--- src/rtl/core/mrfs_pkg.sv ---
package mrfs_pkg;

  localparam int CNT_W    = 16;
  localparam int SUM_W    = 32;
  localparam int SMP_W    = 16;
  localparam int NUM_DIV  = 6;
  localparam int NUM_AXES = 3;
  localparam int ADDR_W   = 5;
  localparam int DATA_W   = 32;

  // Register indexes on the configuration port.
  localparam logic [2:0] REG_FRAME_PERIOD = 3'd0;
  localparam logic [2:0] REG_FAST_DIV     = 3'd1;
  localparam logic [2:0] REG_SLOW_DIV     = 3'd2;
  localparam logic [2:0] REG_MID_DIV      = 3'd3;
  localparam logic [2:0] REG_MAG_DIV      = 3'd4;
  localparam logic [2:0] REG_LOW_DIV      = 3'd5;
  localparam logic [2:0] REG_SECOND_DIV   = 3'd6;

  // Divisor slots, also the bit positions in rate_pulses.
  localparam int DIV_FAST   = 0;
  localparam int DIV_SLOW   = 1;
  localparam int DIV_MID    = 2;
  localparam int DIV_MAG    = 3;
  localparam int DIV_LOW    = 4;
  localparam int DIV_SECOND = 5;

  localparam logic [CNT_W-1:0] RST_FRAME_PERIOD = 16'd1000;
  localparam logic [CNT_W-1:0] RST_FAST_DIV     = 16'd2;
  localparam logic [CNT_W-1:0] RST_SLOW_DIV     = 16'd10;
  localparam logic [CNT_W-1:0] RST_MID_DIV      = 16'd20;
  localparam logic [CNT_W-1:0] RST_MAG_DIV      = 16'd100;
  localparam logic [CNT_W-1:0] RST_LOW_DIV      = 16'd200;
  localparam logic [CNT_W-1:0] RST_SECOND_DIV   = 16'd1000;

  typedef logic [NUM_DIV-1:0][CNT_W-1:0] div_vec_t;

  typedef struct packed {
    logic                    system_ready;
    logic                    console_busy;
    logic                    accel_cal_active;
    logic                    esc_cal_active;
    logic                    gyro_cal_active;
    logic                    mag_cal_active;
    logic signed [SMP_W-1:0] accel_x;
    logic signed [SMP_W-1:0] accel_y;
    logic signed [SMP_W-1:0] accel_z;
    logic signed [SMP_W-1:0] gyro_roll;
    logic signed [SMP_W-1:0] gyro_pitch;
    logic signed [SMP_W-1:0] gyro_yaw;
  } in_item_t;

  typedef struct packed {
    logic [SUM_W-1:0]        uptime_ms;
    logic [NUM_DIV-1:0]      rate_pulses;
    logic                    mag_read_request;
    logic signed [SUM_W-1:0] fast_accel_sum_x;
    logic signed [SUM_W-1:0] fast_accel_sum_y;
    logic signed [SUM_W-1:0] fast_accel_sum_z;
    logic signed [SUM_W-1:0] fast_gyro_sum_roll;
    logic signed [SUM_W-1:0] fast_gyro_sum_pitch;
    logic signed [SUM_W-1:0] fast_gyro_sum_yaw;
    logic signed [SUM_W-1:0] slow_accel_sum_x;
    logic signed [SUM_W-1:0] slow_accel_sum_y;
    logic signed [SUM_W-1:0] slow_accel_sum_z;
  } out_item_t;

  typedef struct packed {
    logic [CNT_W-1:0] frame_period;
    div_vec_t         divs;
  } cfg_t;

  typedef struct packed {
    logic busy;
    logic done;
  } rem_stat_t;

endpackage

--- src/rtl/core/mrfs_regs.sv ---
module mrfs_regs
  import mrfs_pkg::*;
(
  input  logic              clk,
  input  logic              rst_n,
  input  logic              psel,
  input  logic              penable,
  input  logic              pwrite,
  input  logic [ADDR_W-1:0] paddr,
  input  logic [DATA_W-1:0] pwdata,
  output logic [DATA_W-1:0] prdata,
  output logic              pready,
  output cfg_t              cfg,
  output logic              cfg_wr
);

  logic [CNT_W-1:0] period_r;
  div_vec_t         divs_r;
  logic [2:0]       idx;
  logic             wr_en;

  assign idx    = paddr[ADDR_W-1:2];
  assign pready = 1'b1;
  assign wr_en  = psel && penable && pwrite;
  assign cfg_wr = wr_en;

  assign cfg.frame_period = period_r;
  assign cfg.divs         = divs_r;

  always_ff @(posedge clk) begin
    if (!rst_n) begin
      period_r             <= RST_FRAME_PERIOD;
      divs_r[DIV_FAST]     <= RST_FAST_DIV;
      divs_r[DIV_SLOW]     <= RST_SLOW_DIV;
      divs_r[DIV_MID]      <= RST_MID_DIV;
      divs_r[DIV_MAG]      <= RST_MAG_DIV;
      divs_r[DIV_LOW]      <= RST_LOW_DIV;
      divs_r[DIV_SECOND]   <= RST_SECOND_DIV;
    end else if (wr_en) begin
      unique case (idx)
        REG_FRAME_PERIOD: period_r           <= pwdata[CNT_W-1:0];
        REG_FAST_DIV:     divs_r[DIV_FAST]   <= pwdata[CNT_W-1:0];
        REG_SLOW_DIV:     divs_r[DIV_SLOW]   <= pwdata[CNT_W-1:0];
        REG_MID_DIV:      divs_r[DIV_MID]    <= pwdata[CNT_W-1:0];
        REG_MAG_DIV:      divs_r[DIV_MAG]    <= pwdata[CNT_W-1:0];
        REG_LOW_DIV:      divs_r[DIV_LOW]    <= pwdata[CNT_W-1:0];
        REG_SECOND_DIV:   divs_r[DIV_SECOND] <= pwdata[CNT_W-1:0];
        default: ;
      endcase
    end
  end

  always_comb begin
    prdata = '0;
    unique case (idx)
      REG_FRAME_PERIOD: prdata = DATA_W'(period_r);
      REG_FAST_DIV:     prdata = DATA_W'(divs_r[DIV_FAST]);
      REG_SLOW_DIV:     prdata = DATA_W'(divs_r[DIV_SLOW]);
      REG_MID_DIV:      prdata = DATA_W'(divs_r[DIV_MID]);
      REG_MAG_DIV:      prdata = DATA_W'(divs_r[DIV_MAG]);
      REG_LOW_DIV:      prdata = DATA_W'(divs_r[DIV_LOW]);
      REG_SECOND_DIV:   prdata = DATA_W'(divs_r[DIV_SECOND]);
      default:          prdata = '0;
    endcase
  end

endmodule

--- src/rtl/core/mrfs_remdiv.sv ---
module mrfs_remdiv
  import mrfs_pkg::*;
(
  input  logic             clk,
  input  logic             rst_n,
  input  logic             start,
  input  logic [CNT_W-1:0] frame_i,
  input  div_vec_t         divs,
  output div_vec_t         rems,
  output rem_stat_t        stat
);

  localparam int STEP_W = $clog2(CNT_W);
  localparam logic [STEP_W-1:0] LAST_STEP = STEP_W'(CNT_W - 1);

  logic              busy_r;
  logic              done_r;
  logic [STEP_W-1:0] step_r;
  div_vec_t          rem_r;
  div_vec_t          rem_nxt;
  logic [STEP_W-1:0] bit_idx;
  logic              bit_in;

  // Restoring remainder, one dividend bit per cycle, MSB first, six lanes.
  assign bit_idx = LAST_STEP - step_r;
  assign bit_in  = frame_i[bit_idx];

  always_comb begin
    logic [CNT_W:0] shifted;
    logic [CNT_W:0] dext;
    for (int i = 0; i < NUM_DIV; i++) begin
      shifted = {rem_r[i], bit_in};
      dext    = {1'b0, divs[i]};
      if (shifted >= dext) begin
        rem_nxt[i] = CNT_W'(shifted - dext);
      end else begin
        rem_nxt[i] = CNT_W'(shifted);
      end
    end
  end

  always_ff @(posedge clk) begin
    if (!rst_n) begin
      busy_r <= 1'b0;
      done_r <= 1'b0;
      step_r <= '0;
    end else if (start) begin
      busy_r <= 1'b1;
      done_r <= 1'b0;
      step_r <= '0;
    end else if (busy_r) begin
      step_r <= step_r + 1'b1;
      if (step_r == LAST_STEP) begin
        busy_r <= 1'b0;
        done_r <= 1'b1;
      end
    end else begin
      done_r <= 1'b0;
    end
  end

  always_ff @(posedge clk) begin
    if (start) begin
      rem_r <= '0;
    end else if (busy_r) begin
      rem_r <= rem_nxt;
    end
  end

  assign rems      = rem_r;
  assign stat.busy = busy_r || done_r;
  assign stat.done = done_r;

endmodule

--- src/rtl/core/mrfs_core.sv ---
module mrfs_core
  import mrfs_pkg::*;
(
  input  logic             clk,
  input  logic             rst_n,
  input  logic             accept,
  input  in_item_t         in_data,
  input  cfg_t             cfg,
  input  rem_stat_t        rem_stat,
  input  div_vec_t         rems,
  output logic [CNT_W-1:0] frame_o,
  output out_item_t        result
);

  typedef logic [NUM_AXES-1:0][SUM_W-1:0] axes_t;

  logic [SUM_W-1:0] uptime_r;
  logic [CNT_W-1:0] frame_r;
  div_vec_t         res_r;
  axes_t            run_fa_r, run_fg_r, run_sa_r;
  axes_t            held_fa_r, held_fg_r, held_sa_r;

  logic             run;
  logic [CNT_W:0]   fc_inc;
  logic             wrap;
  logic [CNT_W-1:0] frame_nxt;
  div_vec_t         res_adv;
  logic [NUM_DIV-1:0] beat;
  logic             mag_req;
  axes_t            acc_ext, gyr_ext;
  axes_t            fa_add, fg_add, sa_add;
  axes_t            run_fa_nxt, run_fg_nxt, run_sa_nxt;
  axes_t            held_fa_nxt, held_fg_nxt, held_sa_nxt;
  logic [SUM_W-1:0] uptime_nxt;

  assign run = in_data.system_ready && !in_data.console_busy &&
               !in_data.accel_cal_active && !in_data.esc_cal_active &&
               !in_data.gyro_cal_active && !in_data.mag_cal_active;

  assign uptime_nxt = uptime_r + 1'b1;
  assign fc_inc     = {1'b0, frame_r} + 1'b1;
  assign wrap       = fc_inc > {1'b0, cfg.frame_period};
  assign frame_nxt  = wrap ? CNT_W'(1) : fc_inc[CNT_W-1:0];

  // Each residue tracks frame count modulo its divisor, so a beat is a zero test.
  always_comb begin
    logic [CNT_W-1:0] r_inc;
    logic [CNT_W-1:0] d;
    for (int i = 0; i < NUM_DIV; i++) begin
      d     = cfg.divs[i];
      r_inc = res_r[i] + 1'b1;
      if (wrap) begin
        res_adv[i] = (d == CNT_W'(1)) ? '0 : CNT_W'(1);
      end else begin
        res_adv[i] = (r_inc == d) ? '0 : r_inc;
      end
      beat[i] = (res_adv[i] == '0) && (d != '0);
    end
  end

  assign mag_req = (cfg.divs[DIV_MAG] != '0) &&
                   (res_adv[DIV_MAG] == cfg.divs[DIV_MAG] - 1'b1);

  assign acc_ext[0] = SUM_W'(in_data.accel_x);
  assign acc_ext[1] = SUM_W'(in_data.accel_y);
  assign acc_ext[2] = SUM_W'(in_data.accel_z);
  assign gyr_ext[0] = SUM_W'(in_data.gyro_roll);
  assign gyr_ext[1] = SUM_W'(in_data.gyro_pitch);
  assign gyr_ext[2] = SUM_W'(in_data.gyro_yaw);

  always_comb begin
    for (int i = 0; i < NUM_AXES; i++) begin
      fa_add[i] = run_fa_r[i] + acc_ext[i];
      fg_add[i] = run_fg_r[i] + gyr_ext[i];
      sa_add[i] = run_sa_r[i] + acc_ext[i];
      run_fa_nxt[i]  = run_fa_r[i];
      run_fg_nxt[i]  = run_fg_r[i];
      run_sa_nxt[i]  = run_sa_r[i];
      held_fa_nxt[i] = held_fa_r[i];
      held_fg_nxt[i] = held_fg_r[i];
      held_sa_nxt[i] = held_sa_r[i];
      if (run) begin
        if (beat[DIV_FAST]) begin
          held_fa_nxt[i] = fa_add[i];
          held_fg_nxt[i] = fg_add[i];
          run_fa_nxt[i]  = '0;
          run_fg_nxt[i]  = '0;
        end else begin
          run_fa_nxt[i] = fa_add[i];
          run_fg_nxt[i] = fg_add[i];
        end
        if (beat[DIV_SLOW]) begin
          held_sa_nxt[i] = sa_add[i];
          run_sa_nxt[i]  = '0;
        end else begin
          run_sa_nxt[i] = sa_add[i];
        end
      end
    end
  end

  always_ff @(posedge clk) begin
    if (!rst_n) begin
      uptime_r  <= '0;
      frame_r   <= '0;
      res_r     <= '0;
      run_fa_r  <= '0;
      run_fg_r  <= '0;
      run_sa_r  <= '0;
      held_fa_r <= '0;
      held_fg_r <= '0;
      held_sa_r <= '0;
    end else if (rem_stat.done) begin
      res_r <= rems;
    end else if (accept) begin
      uptime_r  <= uptime_nxt;
      run_fa_r  <= run_fa_nxt;
      run_fg_r  <= run_fg_nxt;
      run_sa_r  <= run_sa_nxt;
      held_fa_r <= held_fa_nxt;
      held_fg_r <= held_fg_nxt;
      held_sa_r <= held_sa_nxt;
      if (run) begin
        frame_r <= frame_nxt;
        res_r   <= res_adv;
      end
    end
  end

  assign frame_o = frame_r;

  assign result.uptime_ms           = uptime_nxt;
  assign result.rate_pulses         = run ? beat : '0;
  assign result.mag_read_request    = run && mag_req;
  assign result.fast_accel_sum_x    = held_fa_nxt[0];
  assign result.fast_accel_sum_y    = held_fa_nxt[1];
  assign result.fast_accel_sum_z    = held_fa_nxt[2];
  assign result.fast_gyro_sum_roll  = held_fg_nxt[0];
  assign result.fast_gyro_sum_pitch = held_fg_nxt[1];
  assign result.fast_gyro_sum_yaw   = held_fg_nxt[2];
  assign result.slow_accel_sum_x    = held_sa_nxt[0];
  assign result.slow_accel_sum_y    = held_sa_nxt[1];
  assign result.slow_accel_sum_z    = held_sa_nxt[2];

endmodule

--- src/rtl/core/mrfs_outq.sv ---
module mrfs_outq
  import mrfs_pkg::*;
(
  input  logic      clk,
  input  logic      rst_n,
  input  logic      push,
  input  out_item_t push_data,
  output logic      full,
  output logic      out_valid,
  input  logic      out_ready,
  output out_item_t out_data
);

  out_item_t  ent_r [2];
  logic       wr_ptr_r;
  logic       rd_ptr_r;
  logic [1:0] count_r;
  logic       pop;

  assign out_valid = (count_r != 2'd0);
  assign full      = (count_r == 2'd2);
  assign pop       = out_valid && out_ready;
  assign out_data  = ent_r[rd_ptr_r];

  always_ff @(posedge clk) begin
    if (push) begin
      ent_r[wr_ptr_r] <= push_data;
    end
  end

  always_ff @(posedge clk) begin
    if (!rst_n) begin
      wr_ptr_r <= 1'b0;
      rd_ptr_r <= 1'b0;
      count_r  <= 2'd0;
    end else begin
      if (push) begin
        wr_ptr_r <= !wr_ptr_r;
      end
      if (pop) begin
        rd_ptr_r <= !rd_ptr_r;
      end
      if (push && !pop) begin
        count_r <= count_r + 1'b1;
      end else if (pop && !push) begin
        count_r <= count_r - 1'b1;
      end
    end
  end

endmodule

--- src/rtl/core/multi_rate_frame_scheduler_top.sv ---
// Multi-rate frame scheduler.
// The input channel (in_valid, in_ready, in_data) takes one tick per transfer:
// gate flags plus accelerometer and gyroscope samples. The result channel
// (out_valid, out_ready, out_data) returns exactly one result per tick: uptime,
// six rate pulses, the magnetometer read request and the held window sums.
// A taken tick's result is formed combinationally and written into the result
// queue that drives out_data. Throughput is one tick per cycle while in_ready
// is high, from counter, residue and adder logic feeding a two-entry queue.
// The queue lets the block keep taking ticks while the receiver stalls; when
// both entries wait, in_ready drops until the receiver takes a result.
// Configuration uses the APB-style port with registers at 4*index. Each
// register write restarts a bit-serial remainder pass that realigns the
// divisor phase counters to the current frame count; in_ready is low during
// the write access, while the pass runs and while its result is loaded.
// Synchronous reset loads the register defaults, clears the counters, sums
// and result queue; no clearing pass follows reset.
module multi_rate_frame_scheduler_top
  import mrfs_pkg::*;
(
  input  logic              clk,
  input  logic              rst_n,
  input  logic              in_valid,
  output logic              in_ready,
  input  in_item_t          in_data,
  output logic              out_valid,
  input  logic              out_ready,
  output out_item_t         out_data,
  input  logic              psel,
  input  logic              penable,
  input  logic              pwrite,
  input  logic [ADDR_W-1:0] paddr,
  input  logic [DATA_W-1:0] pwdata,
  output logic [DATA_W-1:0] prdata,
  output logic              pready
);

  cfg_t             cfg;
  logic             cfg_wr;
  rem_stat_t        rem_stat;
  div_vec_t         rems;
  logic [CNT_W-1:0] frame;
  out_item_t        core_res;
  logic             q_full;
  logic             in_accept;

  assign in_ready  = !q_full && !rem_stat.busy && !cfg_wr;
  assign in_accept = in_valid && in_ready;

  mrfs_regs u_regs (
    .clk     (clk),
    .rst_n   (rst_n),
    .psel    (psel),
    .penable (penable),
    .pwrite  (pwrite),
    .paddr   (paddr),
    .pwdata  (pwdata),
    .prdata  (prdata),
    .pready  (pready),
    .cfg     (cfg),
    .cfg_wr  (cfg_wr)
  );

  mrfs_remdiv u_remdiv (
    .clk     (clk),
    .rst_n   (rst_n),
    .start   (cfg_wr),
    .frame_i (frame),
    .divs    (cfg.divs),
    .rems    (rems),
    .stat    (rem_stat)
  );

  mrfs_core u_core (
    .clk      (clk),
    .rst_n    (rst_n),
    .accept   (in_accept),
    .in_data  (in_data),
    .cfg      (cfg),
    .rem_stat (rem_stat),
    .rems     (rems),
    .frame_o  (frame),
    .result   (core_res)
  );

  mrfs_outq u_outq (
    .clk       (clk),
    .rst_n     (rst_n),
    .push      (in_accept),
    .push_data (core_res),
    .full      (q_full),
    .out_valid (out_valid),
    .out_ready (out_ready),
    .out_data  (out_data)
  );

`ifndef SYNTHESIS
  a_realign_blocks_input: assert property (@(posedge clk) disable iff (!rst_n)
    rem_stat.busy |-> !in_ready)
    else $error("tick transfer allowed while divisor phases realign");

  a_write_starts_realign: assert property (@(posedge clk) disable iff (!rst_n)
    cfg_wr |=> rem_stat.busy)
    else $error("register write did not start the realign pass");

  a_held_frame_quiet: assert property (@(posedge clk) disable iff (!rst_n)
    (in_accept && !in_data.system_ready) |->
      (core_res.rate_pulses == '0) && !core_res.mag_read_request)
    else $error("pulse raised on a held frame");
`endif

endmodule
--- config.mk ---
export PLATFORM = sky130hd
export DESIGN_NAME = multi_rate_frame_scheduler_top
export DESIGN_NICKNAME = d
export VERILOG_FILES = /design/src/rtl/core/mrfs_pkg.sv /design/src/rtl/core/mrfs_regs.sv /design/src/rtl/core/mrfs_remdiv.sv /design/src/rtl/core/mrfs_core.sv /design/src/rtl/core/mrfs_outq.sv /design/src/rtl/core/multi_rate_frame_scheduler_top.sv
export SDC_FILE = /design/constraint.sdc
export NUM_CORES = 2
export LEC_CHECK = 0
export ABC_AREA = 1
export BUFFER_PORTS_ARGS = -buffer_cell sky130_fd_sc_hd__buf_4
export CAP_MARGIN = 20
export CORE_UTILIZATION = 55
export DETAILED_ROUTE_END_ITERATION = 6
export GPL_TIMING_DRIVEN = 0
export PLACE_DENSITY = 0.72
export RECOVER_POWER = 50
export SETUP_SLACK_MARGIN = 0.2
export SLEW_MARGIN = 10
export SYNTH_ARGS = -nofsm -noshare
export SYNTH_HDL_FRONTEND = slang
export SYNTH_SLANG_ARGS = --single-unit
--- constraint.sdc ---
create_clock -name clk -period 32.2 [get_ports clk]
set_input_delay 1.61 -clock clk [delete_from_list [all_inputs] [get_ports clk]]
set_output_delay 1.61 -clock clk [all_outputs]
set_load 0.02 [all_outputs]
==> out/metrics.cfg <==
[cts]
cts_resized = 0
clock-sinks = 1593
clk_pin_slew_ps = 60
cts_tree = done
post_cts_buffers = 0
cts_root_buffer = clkbuf_16
clkLatencyLatePin_ps = 850
ctsHoldBuffers = 0
numCtsBuffers = 170
cts_buffer_depth = 3
h-tree-depth = 4

[setup_path]
crit_fanout = 30
worst_setup_path_start_kind = primary input
reg2reg_depth = 10
cp.arrival_ps = 9970
required_ps = 32630
end_kind = flip-flop
path_class = in2reg

[global_routing]
grt_pass1_vias = 79460
antenna_found_initial = 15
grt_first_pass_wirelength_um = 462300
grt_max_degree = 35
grt_overflow = 0
gr-usage-all-layers_pct = 35.88

[synth]
synth.most_common_cell = nand2_1
synth_edf_count = 654
syn_avg_cell_area_um2 = 7.914
synth.cell_area_um2 = 90410
synth_top_area_cell = edfxtp_1
synthCells = 11430
synth_top_area_share_pct = 21.72
yosys_warnings = 0
synth_area_leaders = edfxtp_1, dfxtp_1, nand2_1
ys_types = 63
ys_async_sr_fraction_pct = 0
synthTopCellsByCount = nand2_1, inv_1, a21oi_1
synth_seq_cells = 1593
seq_area_frac_synth_pct = 42.51
synthFlopType = dfxtp_1

[routing]
vias_per_cell = 5.769
drc = 14
drt_iter0_markers = 8324
drt_wl_total_um = 308400
firstDrtPassIters = 7
antenna_left = 0
route.vias.total = 83480
wl_per_cell_um = 21.32

[sta]
setup_tns_ps = 0
max_freq_mhz = 104.9
drv_slew = 314
setup_violations = 0
clock_skew_ps = 27.62
relSlewSlack_pct = -36.48
hold_viol_final = 0
min_period_over_period_pct = 29.60
rsz0062_at_grt = false
layout_min_cycle_time_ps = 9532
worst_slew_pin_slew_ps = 2030

[min_path]
hold_path.class = reg2reg
hold_depth = 2

[floorplanning]
fp.dieH_um = 407.4
pin_count = 508
start_util_pct = 55.48
coreArea_um2 = 163000
num_rows = 148
die_x_um = 407.4
dieArea_um2 = 166000

[pwr]
pwr_density_cell_nw_per_um2 = 64.71
p_leak_nw = 44.89
p_total_w = 0.006599
peakVddDrop_mv = 0.06661

[cells_and_area]
area_growth_pct = 12.80
fin_nets = 12700
final_layout_size_suffix_gt1_share_pct = 7.506

[status]
status = finished, violations left
violations = DRC, capacitance limit, slew limit

[placed_design]
hpwl_um = 239700
port_buffers = 472
place_congestion = 1.017

[run]
max-cap-violations = 15

-- per-layer routing --
metal  global-route usage (%)  wire [um]
met1                    45.39     125000
met2                    57.68     139800
met3                    5.689      23140
met4                    21.79      20470
met5                        0         23
-- cell usage in the layout, fill, tap and decap left out, types with 17 or more instances in the layout --
master and count:
a21o_1 42, clkbuf_16 173, xor2_1 327, clkinv_1 23, clkinv_2 25, o211ai_1 58
mux2_1 104, nor4_1 52, clkbuf_8 17, nand2_1 2494, a21oi_1 1393, mux2_2 223
clkbuf_1 699, nand3_1 275, inv_1 1572, o21bai_1 39, nor2_1 447, a221oi_1 17
a211oi_1 19, xnor2_1 119, o22ai_1 29, ha_1 403, dfxtp_1 939, o21ai_0 829
buf_2 108, conb_1 17, a31oi_1 66, a21boi_0 36, edfxtp_1 654, buf_4 253
nor3_1 84, a22oi_1 46, nand4_1 463
-- sequential cells by signal (all words and copies together) (netlist names), named ones only --
register and cells:
u_core.frame_o 16, u_core.held_fa_r 96, u_core.held_fg_r 96, u_core.held_sa_r 96, u_core.res_r 96, u_core.run_fa_r 96
u_core.run_fg_r 96, u_core.run_sa_r 96, u_core.uptime_r 32, u_outq.count_r 2, u_outq.ent_r 654, u_outq.rd_ptr_r 1
u_outq.wr_ptr_r 1, u_regs.cfg 96, u_regs.period_r 16, u_remdiv.busy_r 1, u_remdiv.done_r 1, u_remdiv.rems 96
u_remdiv.step_r 4
-- worst paths after layout --
path	start	to	slack, ps
worst max-delay path	psel	u_outq.ent_r[1][176]	22670
worst min-delay path	u_core.run_sa_r[88]	u_core.run_sa_r[88]	470
worst max register to register	u_remdiv.busy_r	u_outq.ent_r[1][176]	24230
worst min register to register	u_core.run_sa_r[88]	u_core.run_sa_r[88]	470
-- where the power goes --
group | switching [W] | total (W) | internal, W
Sequential | 0.000139 | 0.00257 | 0.00243
Combinational | 0.00137 | 0.00204 | 0.000671
Clock | 0.000863 | 0.00200 | 0.00113
-- cell families (layout without fill, tap and decap cells) --
| group | after synthesis | in the layout | share of synthesized area [%] |
|---|---|---|---|
| AOI/OAI and AO/OA | 2633 | 2633 | 15.65 |
| buffers and inverters | 2127 | 2971 | 9.092 |
| adders and majority gates | 418 | 418 | 5.909 |
| xor gates and xnor gates | 454 | 454 | 4.520 |
| and+or+nand+nor | 3870 | 3870 | 18.22 |
| muxes | 328 | 328 | 4.084 |
| DFF | 1593 | 1593 | 42.51 |
| other | 2 | 28 | 0.008306 |
-- worst max-delay path: stages --
cell	delay (ps)
clkbuf_4	110
nand3_1	800
inv_1	640
a2111oi_0	880
nand2_1	560
clkbuf_1	370
clkbuf_1	340
nor2_1	860
clkbuf_1	1320
clkbuf_1	1110
clkbuf_1	1290
-- metrics by stage --
stage / utilization, % / worst slack, ps / hold slack [ps] / instance area (um^2) / instances
floorplan: - / 13780 / 448.6 / 90470 / 11440
global placement: 59.36 / 2997 / 454.6 / 96730 / 14090
detailed placement: 59.94 / 24560 / 459.7 / 97670 / 14140
CTS: 63.39 / 25440 / 469.3 / 103300 / 14460
global route: 62.58 / 22440 / 480.9 / 102000 / 14470
finish: 62.59 / 22670 / 470.3 / 102000 / 14470
-- final cells by class --
type | instances | area, um^2
flip-flops and latches | 1593 | 38440
clock inverters | 87 | 899.6
fillers | 14800 | 60970
clock buffers | 234 | 4728
inverters | 1583 | 5942
diodes | 11 | 27.53
well taps | 2175 | 2721
plain buffers | 544 | 2278
multi-input cells | 7720 | 43800
repair buffers | 523 | 3161
(Power assumes the default switching activity.)
